## src/hdl/tsfs_pkg.sv

```systemverilog
// ----------------------------------------------------------------------------
// tsfs_pkg
// shared widths, character codes and item types of the text symbol scanner
// ----------------------------------------------------------------------------
package tsfs_pkg;

  localparam int unsigned OFFSET_BITS = 24;  // position counter width
  localparam int unsigned POS_W       = OFFSET_BITS;
  localparam int unsigned FIELD_W     = 24;  // offset / length field width
  localparam int unsigned ADDR_W      = 64;
  localparam int unsigned BYTE_W      = 8;

  localparam logic [BYTE_W-1:0] CH_UPPER_T = 8'h54;
  localparam logic [BYTE_W-1:0] CH_LOWER_T = 8'h74;
  localparam logic [BYTE_W-1:0] CH_SPACE   = 8'h20;
  localparam logic [BYTE_W-1:0] CH_NEWLINE = 8'h0A;

  localparam logic [FIELD_W-1:0] PLACEHOLDER_LEN = FIELD_W'(3);

  typedef struct packed {
    logic [BYTE_W-1:0] map_byte;
    logic              last_byte;
  } item_t;

  typedef struct packed {
    logic               found;
    logic [ADDR_W-1:0]  symbol_address;
    logic [FIELD_W-1:0] name_offset;
    logic [FIELD_W-1:0] name_length;
  } result_t;

endpackage

```

## src/hdl/tsfs_in_stage.sv

```systemverilog
// ----------------------------------------------------------------------------
// tsfs_in_stage
// input register holding one map byte until the scan core consumes it
// ----------------------------------------------------------------------------
module tsfs_in_stage (
  input  logic            clk,
  input  logic            rst_n,
  input  logic            in_valid,
  output logic            in_ready,
  input  tsfs_pkg::item_t in_item,
  output logic            item_vld,
  output tsfs_pkg::item_t item,
  input  logic            item_take
);

  logic            vld_r;
  logic            vld_nxt;
  tsfs_pkg::item_t item_r;

  // free slot, or the held byte leaves this cycle
  assign in_ready = !vld_r || item_take;
  assign vld_nxt  = (in_valid && in_ready) || (vld_r && !item_take);

  always_ff @(posedge clk) begin
    if (!rst_n) begin
      vld_r <= 1'b0;
    end else begin
      vld_r <= vld_nxt;
    end
  end

  always_ff @(posedge clk) begin
    if (in_valid && in_ready) begin
      item_r <= in_item;
    end
  end

  assign item_vld = vld_r;
  assign item     = item_r;

endmodule

```

## src/hdl/tsfs_scan_core.sv

```systemverilog
// ----------------------------------------------------------------------------
// tsfs_scan_core
// per-byte line parser, best text symbol tracking and query register
// ----------------------------------------------------------------------------
module tsfs_scan_core (
  input  logic                          clk,
  input  logic                          rst_n,
  input  logic                          cfg_we,
  input  logic [tsfs_pkg::ADDR_W-1:0]   cfg_query,
  input  logic                          item_vld,
  input  tsfs_pkg::item_t               item,
  input  logic                          res_free,
  output logic                          item_take,
  output logic                          res_load,
  output tsfs_pkg::result_t             res
);

  typedef enum logic [2:0] {
    PH_HEX,
    PH_SEEK,
    PH_TYPE,
    PH_GAP,
    PH_NAME,
    PH_SKIP
  } phase_t;

  phase_t                           phase_r, phase_nxt;
  logic [tsfs_pkg::ADDR_W-1:0]      query_r;
  logic [tsfs_pkg::ADDR_W-1:0]      acc_r, acc_nxt;
  logic [tsfs_pkg::POS_W-1:0]       pos_r, pos_nxt;
  logic                             text_r, text_nxt;
  logic [tsfs_pkg::POS_W-1:0]       start_r, start_nxt;
  logic [tsfs_pkg::ADDR_W-1:0]      floor_addr_r, floor_addr_nxt;
  logic [tsfs_pkg::POS_W-1:0]       best_ofs_r, best_ofs_nxt;
  logic [tsfs_pkg::POS_W-1:0]       best_len_r, best_len_nxt;
  logic                             best_found_r, best_found_nxt;

  logic [tsfs_pkg::BYTE_W-1:0]      c;
  logic                             is_nl;
  logic                             is_sp;
  logic [4:0]                       hex;
  logic                             offer_en;
  logic                             offer_text;
  logic [tsfs_pkg::POS_W-1:0]       offer_start;
  logic [tsfs_pkg::POS_W-1:0]       offer_len;
  logic                             take_best;

  // {valid, digit value}
  function automatic logic [4:0] hex_decode(input logic [tsfs_pkg::BYTE_W-1:0] ch);
    logic [4:0] r;
    r = 5'b0;
    if (ch >= 8'h30 && ch <= 8'h39) begin
      r = {1'b1, ch[3:0]};
    end else if ((ch >= 8'h61 && ch <= 8'h66) || (ch >= 8'h41 && ch <= 8'h46)) begin
      r = {1'b1, ch[3:0] + 4'd9};
    end
    return r;
  endfunction

  // a last byte needs the result register
  assign item_take = item_vld && (!item.last_byte || res_free);
  assign res_load  = item_take && item.last_byte;

  assign c     = item.map_byte;
  assign is_nl = (c == tsfs_pkg::CH_NEWLINE);
  assign is_sp = (c == tsfs_pkg::CH_SPACE);
  assign hex   = hex_decode(c);

  always_comb begin
    phase_nxt      = phase_r;
    acc_nxt        = acc_r;
    text_nxt       = text_r;
    start_nxt      = start_r;
    pos_nxt        = pos_r + tsfs_pkg::POS_W'(1);
    offer_en       = 1'b0;
    offer_text     = text_r;
    offer_start    = start_r;
    offer_len      = '0;

    case (phase_r)
      PH_HEX: begin
        if (hex[4]) begin
          acc_nxt = {acc_r[tsfs_pkg::ADDR_W-5:0], hex[3:0]};
        end else if (is_sp) begin
          phase_nxt = PH_TYPE;
        end else if (!is_nl) begin
          phase_nxt = PH_SEEK;
        end
      end
      PH_SEEK: begin
        if (is_sp) begin
          phase_nxt = PH_TYPE;
        end
      end
      PH_TYPE: begin
        if (c == tsfs_pkg::CH_UPPER_T || c == tsfs_pkg::CH_LOWER_T) begin
          text_nxt  = 1'b1;
          start_nxt = pos_r + tsfs_pkg::POS_W'(2);
          phase_nxt = PH_GAP;
        end else if (!is_nl) begin
          phase_nxt = PH_SKIP;
        end
      end
      PH_GAP: begin
        if (is_nl) begin
          offer_en = 1'b1;
        end else begin
          phase_nxt = PH_NAME;
        end
      end
      PH_NAME: begin
        if (is_nl) begin
          offer_en  = 1'b1;
          offer_len = pos_r - start_r;
        end
      end
      default: begin
        if (!is_nl) begin
          phase_nxt = PH_SKIP;
        end
      end
    endcase

    // newline starts a fresh line in every phase
    if (is_nl) begin
      phase_nxt = PH_HEX;
      acc_nxt   = '0;
      text_nxt  = 1'b0;
    end

    // map ends inside a text line: offer what has been seen
    if (item.last_byte) begin
      if (phase_nxt == PH_GAP) begin
        offer_en    = 1'b1;
        offer_text  = text_nxt;
        offer_start = start_nxt;
        offer_len   = '0;
      end else if (phase_nxt == PH_NAME) begin
        offer_en    = 1'b1;
        offer_text  = text_nxt;
        offer_start = start_nxt;
        offer_len   = pos_r + tsfs_pkg::POS_W'(1) - start_r;
      end
    end

    // address in the line is unchanged in every offering phase
    take_best = offer_en && offer_text && (acc_r <= query_r) && (acc_r > floor_addr_r);

    floor_addr_nxt = take_best ? acc_r       : floor_addr_r;
    best_ofs_nxt   = take_best ? offer_start : best_ofs_r;
    best_len_nxt   = take_best ? offer_len   : best_len_r;
    best_found_nxt = take_best || best_found_r;
  end

  assign res.found          = best_found_nxt;
  assign res.symbol_address = floor_addr_nxt;
  assign res.name_offset    = tsfs_pkg::FIELD_W'(best_ofs_nxt);
  assign res.name_length    = tsfs_pkg::FIELD_W'(best_len_nxt);

  always_ff @(posedge clk) begin
    if (!rst_n) begin
      query_r <= '0;
    end else if (cfg_we) begin
      query_r <= cfg_query;
    end
  end

  always_ff @(posedge clk) begin
    if (!rst_n || res_load) begin
      phase_r      <= PH_HEX;
      acc_r        <= '0;
      pos_r        <= '0;
      text_r       <= 1'b0;
      start_r      <= '0;
      floor_addr_r <= '0;
      best_ofs_r   <= '0;
      best_len_r   <= tsfs_pkg::POS_W'(tsfs_pkg::PLACEHOLDER_LEN);
      best_found_r <= 1'b0;
    end else if (item_take) begin
      phase_r      <= phase_nxt;
      acc_r        <= acc_nxt;
      pos_r        <= pos_nxt;
      text_r       <= text_nxt;
      start_r      <= start_nxt;
      floor_addr_r <= floor_addr_nxt;
      best_ofs_r   <= best_ofs_nxt;
      best_len_r   <= best_len_nxt;
      best_found_r <= best_found_nxt;
    end
  end

endmodule

```

## src/hdl/tsfs_out_stage.sv

```systemverilog
// ----------------------------------------------------------------------------
// tsfs_out_stage
// result register holding one scan result until the consumer takes it
// ----------------------------------------------------------------------------
module tsfs_out_stage (
  input  logic              clk,
  input  logic              rst_n,
  input  logic              res_load,
  input  tsfs_pkg::result_t res,
  output logic              res_free,
  output logic              out_valid,
  input  logic              out_ready,
  output tsfs_pkg::result_t out_res
);

  logic              vld_r;
  logic              vld_nxt;
  tsfs_pkg::result_t res_r;

  assign res_free = !vld_r || out_ready;
  assign vld_nxt  = res_load || (vld_r && !out_ready);

  always_ff @(posedge clk) begin
    if (!rst_n) begin
      vld_r <= 1'b0;
    end else begin
      vld_r <= vld_nxt;
    end
  end

  always_ff @(posedge clk) begin
    if (res_load) begin
      res_r <= res;
    end
  end

  assign out_valid = vld_r;
  assign out_res   = res_r;

endmodule

```

## src/hdl/text_symbol_floor_scanner.sv

```systemverilog
// ----------------------------------------------------------------------------
// text_symbol_floor_scanner
// scans an nm style symbol map byte by byte and reports the text symbol
// with the highest address above zero and at or below the query address
// ----------------------------------------------------------------------------
//  channel  | direction | handshake           | payload
//  ---------+-----------+---------------------+-------------------------------
//  in_      | in        | in_valid/in_ready   | map_byte[7:0], last_byte
//  out_     | out       | out_valid/out_ready | found, symbol_address[63:0],
//           |           |                     | name_offset[23:0], name_length
//  cfg_     | in        | cfg_valid/cfg_ready | query_address[63:0]
//
// one byte per cycle; a request is parsed into the scan state while it sits
// in the input register, and a last byte loads the result register at that
// same edge, so out_valid rises in the cycle after the last byte is taken.
// synchronous reset clears the scan state, the query and both valid flags.
// a last byte waits in the input register while the result register is
// still full; other bytes never stall. cfg_ready is always high.
// ----------------------------------------------------------------------------
module text_symbol_floor_scanner (
  input  logic                        clk,
  input  logic                        rst_n,
  input  logic                        in_valid,
  output logic                        in_ready,
  input  logic [tsfs_pkg::BYTE_W-1:0] in_map_byte,
  input  logic                        in_last_byte,
  output logic                        out_valid,
  input  logic                        out_ready,
  output logic                        out_found,
  output logic [tsfs_pkg::ADDR_W-1:0]  out_symbol_address,
  output logic [tsfs_pkg::FIELD_W-1:0] out_name_offset,
  output logic [tsfs_pkg::FIELD_W-1:0] out_name_length,
  input  logic                        cfg_valid,
  output logic                        cfg_ready,
  input  logic [tsfs_pkg::ADDR_W-1:0]  cfg_query_address
);

  tsfs_pkg::item_t   in_item;
  tsfs_pkg::item_t   item;
  logic              item_vld;
  logic              item_take;
  logic              res_load;
  logic              res_free;
  tsfs_pkg::result_t res;
  tsfs_pkg::result_t out_res;

  assign in_item.map_byte  = in_map_byte;
  assign in_item.last_byte = in_last_byte;
  assign cfg_ready         = 1'b1;

  tsfs_in_stage u_in_stage (
    .clk       (clk),
    .rst_n     (rst_n),
    .in_valid  (in_valid),
    .in_ready  (in_ready),
    .in_item   (in_item),
    .item_vld  (item_vld),
    .item      (item),
    .item_take (item_take)
  );

  tsfs_scan_core u_scan_core (
    .clk       (clk),
    .rst_n     (rst_n),
    .cfg_we    (cfg_valid && cfg_ready),
    .cfg_query (cfg_query_address),
    .item_vld  (item_vld),
    .item      (item),
    .res_free  (res_free),
    .item_take (item_take),
    .res_load  (res_load),
    .res       (res)
  );

  tsfs_out_stage u_out_stage (
    .clk       (clk),
    .rst_n     (rst_n),
    .res_load  (res_load),
    .res       (res),
    .res_free  (res_free),
    .out_valid (out_valid),
    .out_ready (out_ready),
    .out_res   (out_res)
  );

  assign out_found          = out_res.found;
  assign out_symbol_address = out_res.symbol_address;
  assign out_name_offset    = out_res.name_offset;
  assign out_name_length    = out_res.name_length;

endmodule

```

## config.mk

```make
export PLATFORM = sky130hd
export DESIGN_NAME = text_symbol_floor_scanner
export DESIGN_NICKNAME = d
export VERILOG_FILES = /design/src/hdl/tsfs_pkg.sv /design/src/hdl/tsfs_in_stage.sv /design/src/hdl/tsfs_scan_core.sv /design/src/hdl/tsfs_out_stage.sv /design/src/hdl/text_symbol_floor_scanner.sv
export SDC_FILE = /design/constraint.sdc
export NUM_CORES = 1
export LEC_CHECK = 0
export BUFFER_PORTS_ARGS = -buffer_cell sky130_fd_sc_hd__buf_2
export CORE_MARGIN = 5
export CORE_UTILIZATION = 40
export DETAILED_ROUTE_END_ITERATION = 10
export SYNTH_ARGS = -nofsm -noshare
export SYNTH_HDL_FRONTEND = slang
export SYNTH_SLANG_ARGS = --single-unit
```

## constraint.sdc

```tcl
create_clock -name clk -period 5.1 [get_ports clk]
set_input_delay 0.765 -clock clk [delete_from_list [all_inputs] [get_ports clk]]
set_output_delay 0.765 -clock clk [all_outputs]
set_load 0.01 [all_outputs]
```

## Word level (Yosys, flattened, before mapping)

Index checks and enable logic that the tools add are counted.

- Output and inout port bits: 116
- Input port bits: 78
- Register bits after elaboration: 417

- Equal/unequal tests: 10
- Reductions and logical operators: 31
- Add/sub/neg operators: 5
- $lt $le $gt $ge: 8
- Multiplexer cells: 35

Operators by type and width:

| operator | number |
|---|---|
| 24-bit 2-to-1 mux | 12 |
| 64-bit 2-to-1 mux | 4 |
| 64-bit > comparator | 1 |
| 64-bit <= comparator | 1 |
| 24-bit subtractor | 2 |
| 24-bit by 1-bit adder with 24-bit output (second input constant) | 1 |
| 24-bit by 2-bit adder with 24-bit output (second input constant) | 1 |
| 8-bit by 7-bit == test with 1-bit output (second input constant) | 2 |
| 8-bit by 7-bit >= comparator with 1-bit output (second input constant) | 2 |
| 8-bit by 7-bit <= comparator with 1-bit output (second input constant) | 2 |
| 3-bit case mux with 5 select lines | 1 |
| 3-bit 2-to-1 mux | 4 |
| 1-bit logical AND | 11 |
| 1-bit 2-to-1 mux | 11 |
| 5-bit 2-to-1 mux | 2 |
| 3-bit by 2-bit == test with 1-bit output (second input constant) | 3 |
| 1-bit logical OR | 9 |
| 8-bit by 4-bit == test with 1-bit output (second input constant) | 1 |
| 8-bit by 6-bit == test with 1-bit output (second input constant) | 1 |
| 8-bit by 6-bit >= comparator with 1-bit output (second input constant) | 1 |
| 8-bit by 6-bit <= comparator with 1-bit output (second input constant) | 1 |
| 3-bit == test (second input constant) | 2 |
| 1-bit logical NOT | 6 |
| 4-bit adder (second input constant) | 1 |
| other kinds (6) | 7 |

## Depth between registers and ports, before layout

- Depth after elaboration: 16
- Mapped depth: 19
- Depth with buffers taken out: 17

## Modules after synthesis

From an unflattened synthesis, not the netlist that was laid out.

- Cell total of the unflattened synthesis: 2618
- Area total of the unflattened synthesis: 23293.6 µm²

By module, submodules not included:

| module | cells an instance | times used | area each (µm²) | seq. area each (µm²) |
|---|---|---|---|---|
| tsfs_scan_core | 2485 | 1 | 19512.5 | 5865.6 |
| tsfs_out_stage | 117 | 1 | 3442.1 | 3413.3 |
| tsfs_in_stage | 14 | 1 | 327.8 | 290.3 |
| text_symbol_floor_scanner | 2 | 1 | 11.3 | 0.0 |

## Worst setup path before layout

No wires, ideal clock.

- Kind: reg2reg
- Start: register u_scan_core.pos_r[1] in the netlist's numbering
- End: register u_out_stage.res_r, in the netlist u_out_stage.out_res[23] (data pin)
- Data arrival time: 4.072 ns
- Stages on the path, launching flop included: 18
- Clock period less this slack: 4.232 ns
- Setup slack: 0.868 ns
- Library setup time: 0.160 ns
- Required time: 4.940 ns
- Cell sequence: dfxtp_1 -> ha_1 -> and3_1 -> clkbuf_1 -> nand3_1 -> nor2_1 -> nand3_1 -> nor2_1 -> xor2_1 -> ha_1 -> clkbuf_1 -> a21o_1 -> a211o_1 -> o41ai_1 -> o21ai_0 -> a2111oi_0 -> o21ai_0 -> a41oi_1

RTL lines:

| what | line | RTL |
|---|---|---|
| start: declaration | tsfs_scan_core.sv:30 | `logic [tsfs_pkg::POS_W-1:0] pos_r, pos_nxt;` |
| start signal: assignment | tsfs_scan_core.sv:182 | `pos_r <= pos_nxt;` |
| end signal: assignment | tsfs_out_stage.sv:33 | `res_r <= res;` |
| end: declaration | tsfs_out_stage.sv:18 | `tsfs_pkg::result_t res_r;` |

==> impl_metrics.tcl <==
set metrics [dict create \
    cp-end-kind "flip-flop" \
    rsz0062_at_grt "no" \
    pwr-share-clk 0.468 \
    cts_setup_buffers 0 \
    rows 86 \
    power_frac_seq 0.486 \
    timing.rr.end "u_out_stage.out_res[23]$_DFFE_PP_" \
    ios 194 \
    nets 2852 \
    cts-buffers-inserted 49 \
    die_w_um 247 \
    worstHoldPathType "input port to flip-flop" \
    timing.rr.start "u_scan_core.pos_r[1]$_SDFFE_PP0P_" \
    clock-sinks 417 \
    met2_usage 0.287 \
    cp_top_family "compound AO/OA/AOI/OAI gates" \
    synthTopCellsByCount "dfxtp_1, nor2_1, nand2_1" \
    min_period_over_period 0.927 \
    synth_top_cell_by_area "dfxtp_1" \
    synth-seq-area-share 0.427 \
    busiest_layer "met2" \
    finalSetupTns_ns 0 \
    place_congestion 0.947 \
    min_to "u_in_stage.item[3]$_DFFE_PP_" \
    postLayoutSetupSlackWorst_ns 0.371 \
    dieArea_um2 60900 \
    critical_path.max_stage_delay_ns 0.59 \
    finalCriticalPeriod_ns 4.73 \
    io_buffers 192 \
    path_buf_inv 0 \
    place_inst 3289 \
    power.total_mw 7.16 \
    root_buffer "clkbuf_16" \
    grt_first_pass_wirelength_um 93600 \
    regToRegSetupSlack_ns 0.37 \
    relSlewSlack 0.193 \
    syn_inst 2454 \
    start_kind "flip-flop" \
    critPathRequiredTime_ns 5.53 \
    clk_pin_slew_worst_paths_ns 0.06 \
    r2r_cells 15 \
    placedInstanceArea_um2 24100 \
    grt_use_met3 0.0325 \
    drc 0 \
    ant_nets 0 \
    whs_path_depth 1 \
    clockBufferDepth 3 \
    drt_iter0_drc 1133 \
    pre_cts_ws_ns 0.406 \
    critPathSlowestCell "o41ai_1" \
    synthArstFlopShare 0 \
    drive_above_1_share 0.133 \
    yosys.cell_types.count 75 \
    syn-cell-area_um2 22400 \
    setup_violations 0 \
    grt_max_degree 95 \
    area_growth_pct 14.4 \
    h-tree-depth 2 \
    hold_buffers 0 \
    cts_tree "built" \
    hp-start "in_map_byte[2]" \
    yosysWarningCount 0 \
    power.internal_mw 5.51 \
    crit_chain "ha_1 > and3_1 > nand3_1 > nor2_1 > nand3_1 > nor2_1 > xor2_1 > ha_1 > a21o_1 > a211o_1 > o41ai_1 > o21ai_0 > a2111oi_0 > o21ai_0 > a41oi_1" \
    drv_cap 0 \
    hold_violations 0 \
    synth_top_area_frac 0.264 \
    cp_max_fo 8 \
    core_area_um2 55300 \
    synth_nets 2714 \
    crit_type "flip-flop to flip-flop" \
    ir_drop_v 0.000234 \
    crit_arrival_ns 5.15 \
    grt_usage 0.190 \
    ys_ff_latch 417 \
    yosys.cell_count.top_type "dfxtp_1" \
    clock_skew_ns 0.0317 \
    stdcell_count 3384 \
    ys_top_cells_by_area "dfxtp_1, edfxtp_1, ha_1" \
    fillerInstances 5350 \
    powerDensity_nw_per_um2 279 \
    via_count 17600 \
    slew_viol_final 0 \
    synth_edf_count 122 \
    switching_share 0.231 \
    finalWirelength_um 59700 \
    grt_pass1_vias 16700 \
    cts_repair_resize_count 0 \
    avgSynthCellArea_um2 9.13 \
    power_frac_comb 0.047 \
    worstMarginPinSlew_ns 1.21 \
    p_leak_nw 10.1 \
    firstDrtPassIters 5 \
    synth_flop_cell "dfxtp_1" \
    grt_antenna_before_repair 4 \
    routedWlPerCell_um 17.6 \
    grt_overflow 0 \
    clock_latency_ns 0.60 \
    postLayoutCellArea_um2 25600 \
    hpwl_um 43400 \
    die_h_um 247 \
    p_sw_mw 1.65 \
    start_util 0.405 \
    status "finished clean" \
    via_per_inst 5.21 \
    clock.fmax_ghz 0.211 \
    grt_util_met1 0.284 \
]
-- cell usage in the layout, fill, tap and decap left out, types with 6 or more instances in the layout --
master / netlist / routed
a211oi_1: 41 / 41
a21o_1: 21 / 21
a21oi_1: 190 / 190
a31oi_1: 16 / 16
and2_1: 7 / 6
and3_1: 14 / 13
and4_1: 9 / 9
buf_12: 0 / 9
buf_2: 17 / 191
buf_4: 8 / 24
clkbuf_1: 98 / 14
clkbuf_16: 0 / 52
clkinv_1: 0 / 6
clkinv_2: 0 / 11
dfxtp_1: 295 / 295
edfxtp_1: 122 / 122
ha_1: 180 / 180
inv_1: 170 / 169
mux2_2: 32 / 32
mux2i_1: 161 / 161
nand2_1: 229 / 227
nand2b_1: 10 / 10
nand3_1: 102 / 101
nand4_1: 28 / 28
nor2_1: 244 / 244
nor2b_1: 78 / 78
nor3_1: 22 / 22
nor4_1: 11 / 11
o211ai_1: 8 / 8
o21a_1: 11 / 11
o21ai_0: 113 / 113
o22ai_1: 9 / 9
o41ai_1: 6 / 6
or3_1: 7 / 7
xnor2_1: 48 / 48
xor2_1: 50 / 50
-- how the worst max path moves through the flow --
| stage | slack, ns | from | endpoint | depth (start not counted) |
|---|---|---|---|---|
| 3_5_place_dp | 0.41 | u_scan_core.pos_r[1]$_SDFFE_PP0P_ | u_out_stage.out_res[23]$_DFFE_PP_ | 15 |
| 2_1_floorplan | 0.87 | u_scan_core.pos_r[1]$_SDFFE_PP0P_ | u_out_stage.out_res[23]$_DFFE_PP_ | 17 |
| 5_1_grt | 0.06 | u_scan_core.pos_r[1]$_SDFFE_PP0P_ | u_out_stage.out_res[23]$_DFFE_PP_ | 15 |
| 3_3_place_gp | 0.51 | u_scan_core.pos_r[1]$_SDFFE_PP0P_ | u_out_stage.out_res[23]$_DFFE_PP_ | 15 |
| 4_1_cts | 0.42 | u_scan_core.pos_r[1]$_SDFFE_PP0P_ | u_out_stage.out_res[23]$_DFFE_PP_ | 15 |
| 6_report | 0.37 | u_scan_core.pos_r[1]$_SDFFE_PP0P_ | u_out_stage.out_res[23]$_DFFE_PP_ | 15 |
-- state kept, by name (all words and copies together) (netlist names), 3 cells and up --
signal	flops
u_out_stage.out_res	113
u_scan_core.acc_r	64
u_scan_core.floor_addr_r	64
u_scan_core.query_r	64
u_scan_core.best_len_r	24
u_scan_core.best_ofs_r	24
u_scan_core.pos_r	24
u_scan_core.start_r	24
u_in_stage.item	9
u_scan_core.phase_r	3
-- layout make-up --
class                           instances  area, um2  share of cell area
Multi-Input combinational cell       1730      11600               0.453
Sequential cell                       417       9570               0.373
Clock buffer                           70       1410              0.0549
Timing Repair Buffer                  224       1320              0.0513
Tap cell                              748        936              0.0365
Inverter                              170        641              0.0250
Clock inverter                         22        138             0.00537
Antenna cell                            3       7.51            0.000293
-- logic make-up after synthesis --
logic type                 count (synthesis)  synth area share
muxes                                    193            0.0880
adders and majority gates                182             0.102
xor gates and xnor gates                  98            0.0383
buffers and inverters                    307            0.0555
other                                      1          0.000167
AOI/OAI and AO/OA                        468             0.125
DFF                                      417             0.427
and+or+nand+nor                          788             0.164
-- power by group through the flow --
stage	logic (mW)	registers, mW	clock network (mW)
3_5_place_dp	0.335	3.55	0
3_3_place_gp	0.327	3.55	0
6_report	0.334	3.48	3.35
5_1_grt	0.373	3.48	3.57
4_1_cts	0.338	3.48	3.44
2_1_floorplan	0.212	3.55	0
-- worst reg2reg max path: stages (launching register included) --
cell and delay, ns:
dfxtp_1 0.51, ha_1 0.26, and3_1 0.28, nand3_1 0.22, nor2_1 0.20, nand3_1 0.18, nor2_1 0.18, xor2_1 0.17
ha_1 0.33, a21o_1 0.21, a211o_1 0.32, o41ai_1 0.59, o21ai_0 0.30, a2111oi_0 0.47, o21ai_0 0.13, a41oi_1 0.22
-- per-layer routing --
metal  wire (um)  vias to the layer above
met5           0                        -
met4        1170                        0
met3        3270                       80
met2       25700                      422
met1       29500                     8279
li1            -                     8854
-- through the flow --
stage                     hold slack (ns)  utilization
after global placement              0.445        0.436
after CTS                           0.306        0.464
after global routing                0.320        0.464
after floorplan                     0.433            -
after detailed placement            0.453        0.436
final                               0.341        0.464
No activity file was read; power rests on OpenSTA's default activity.
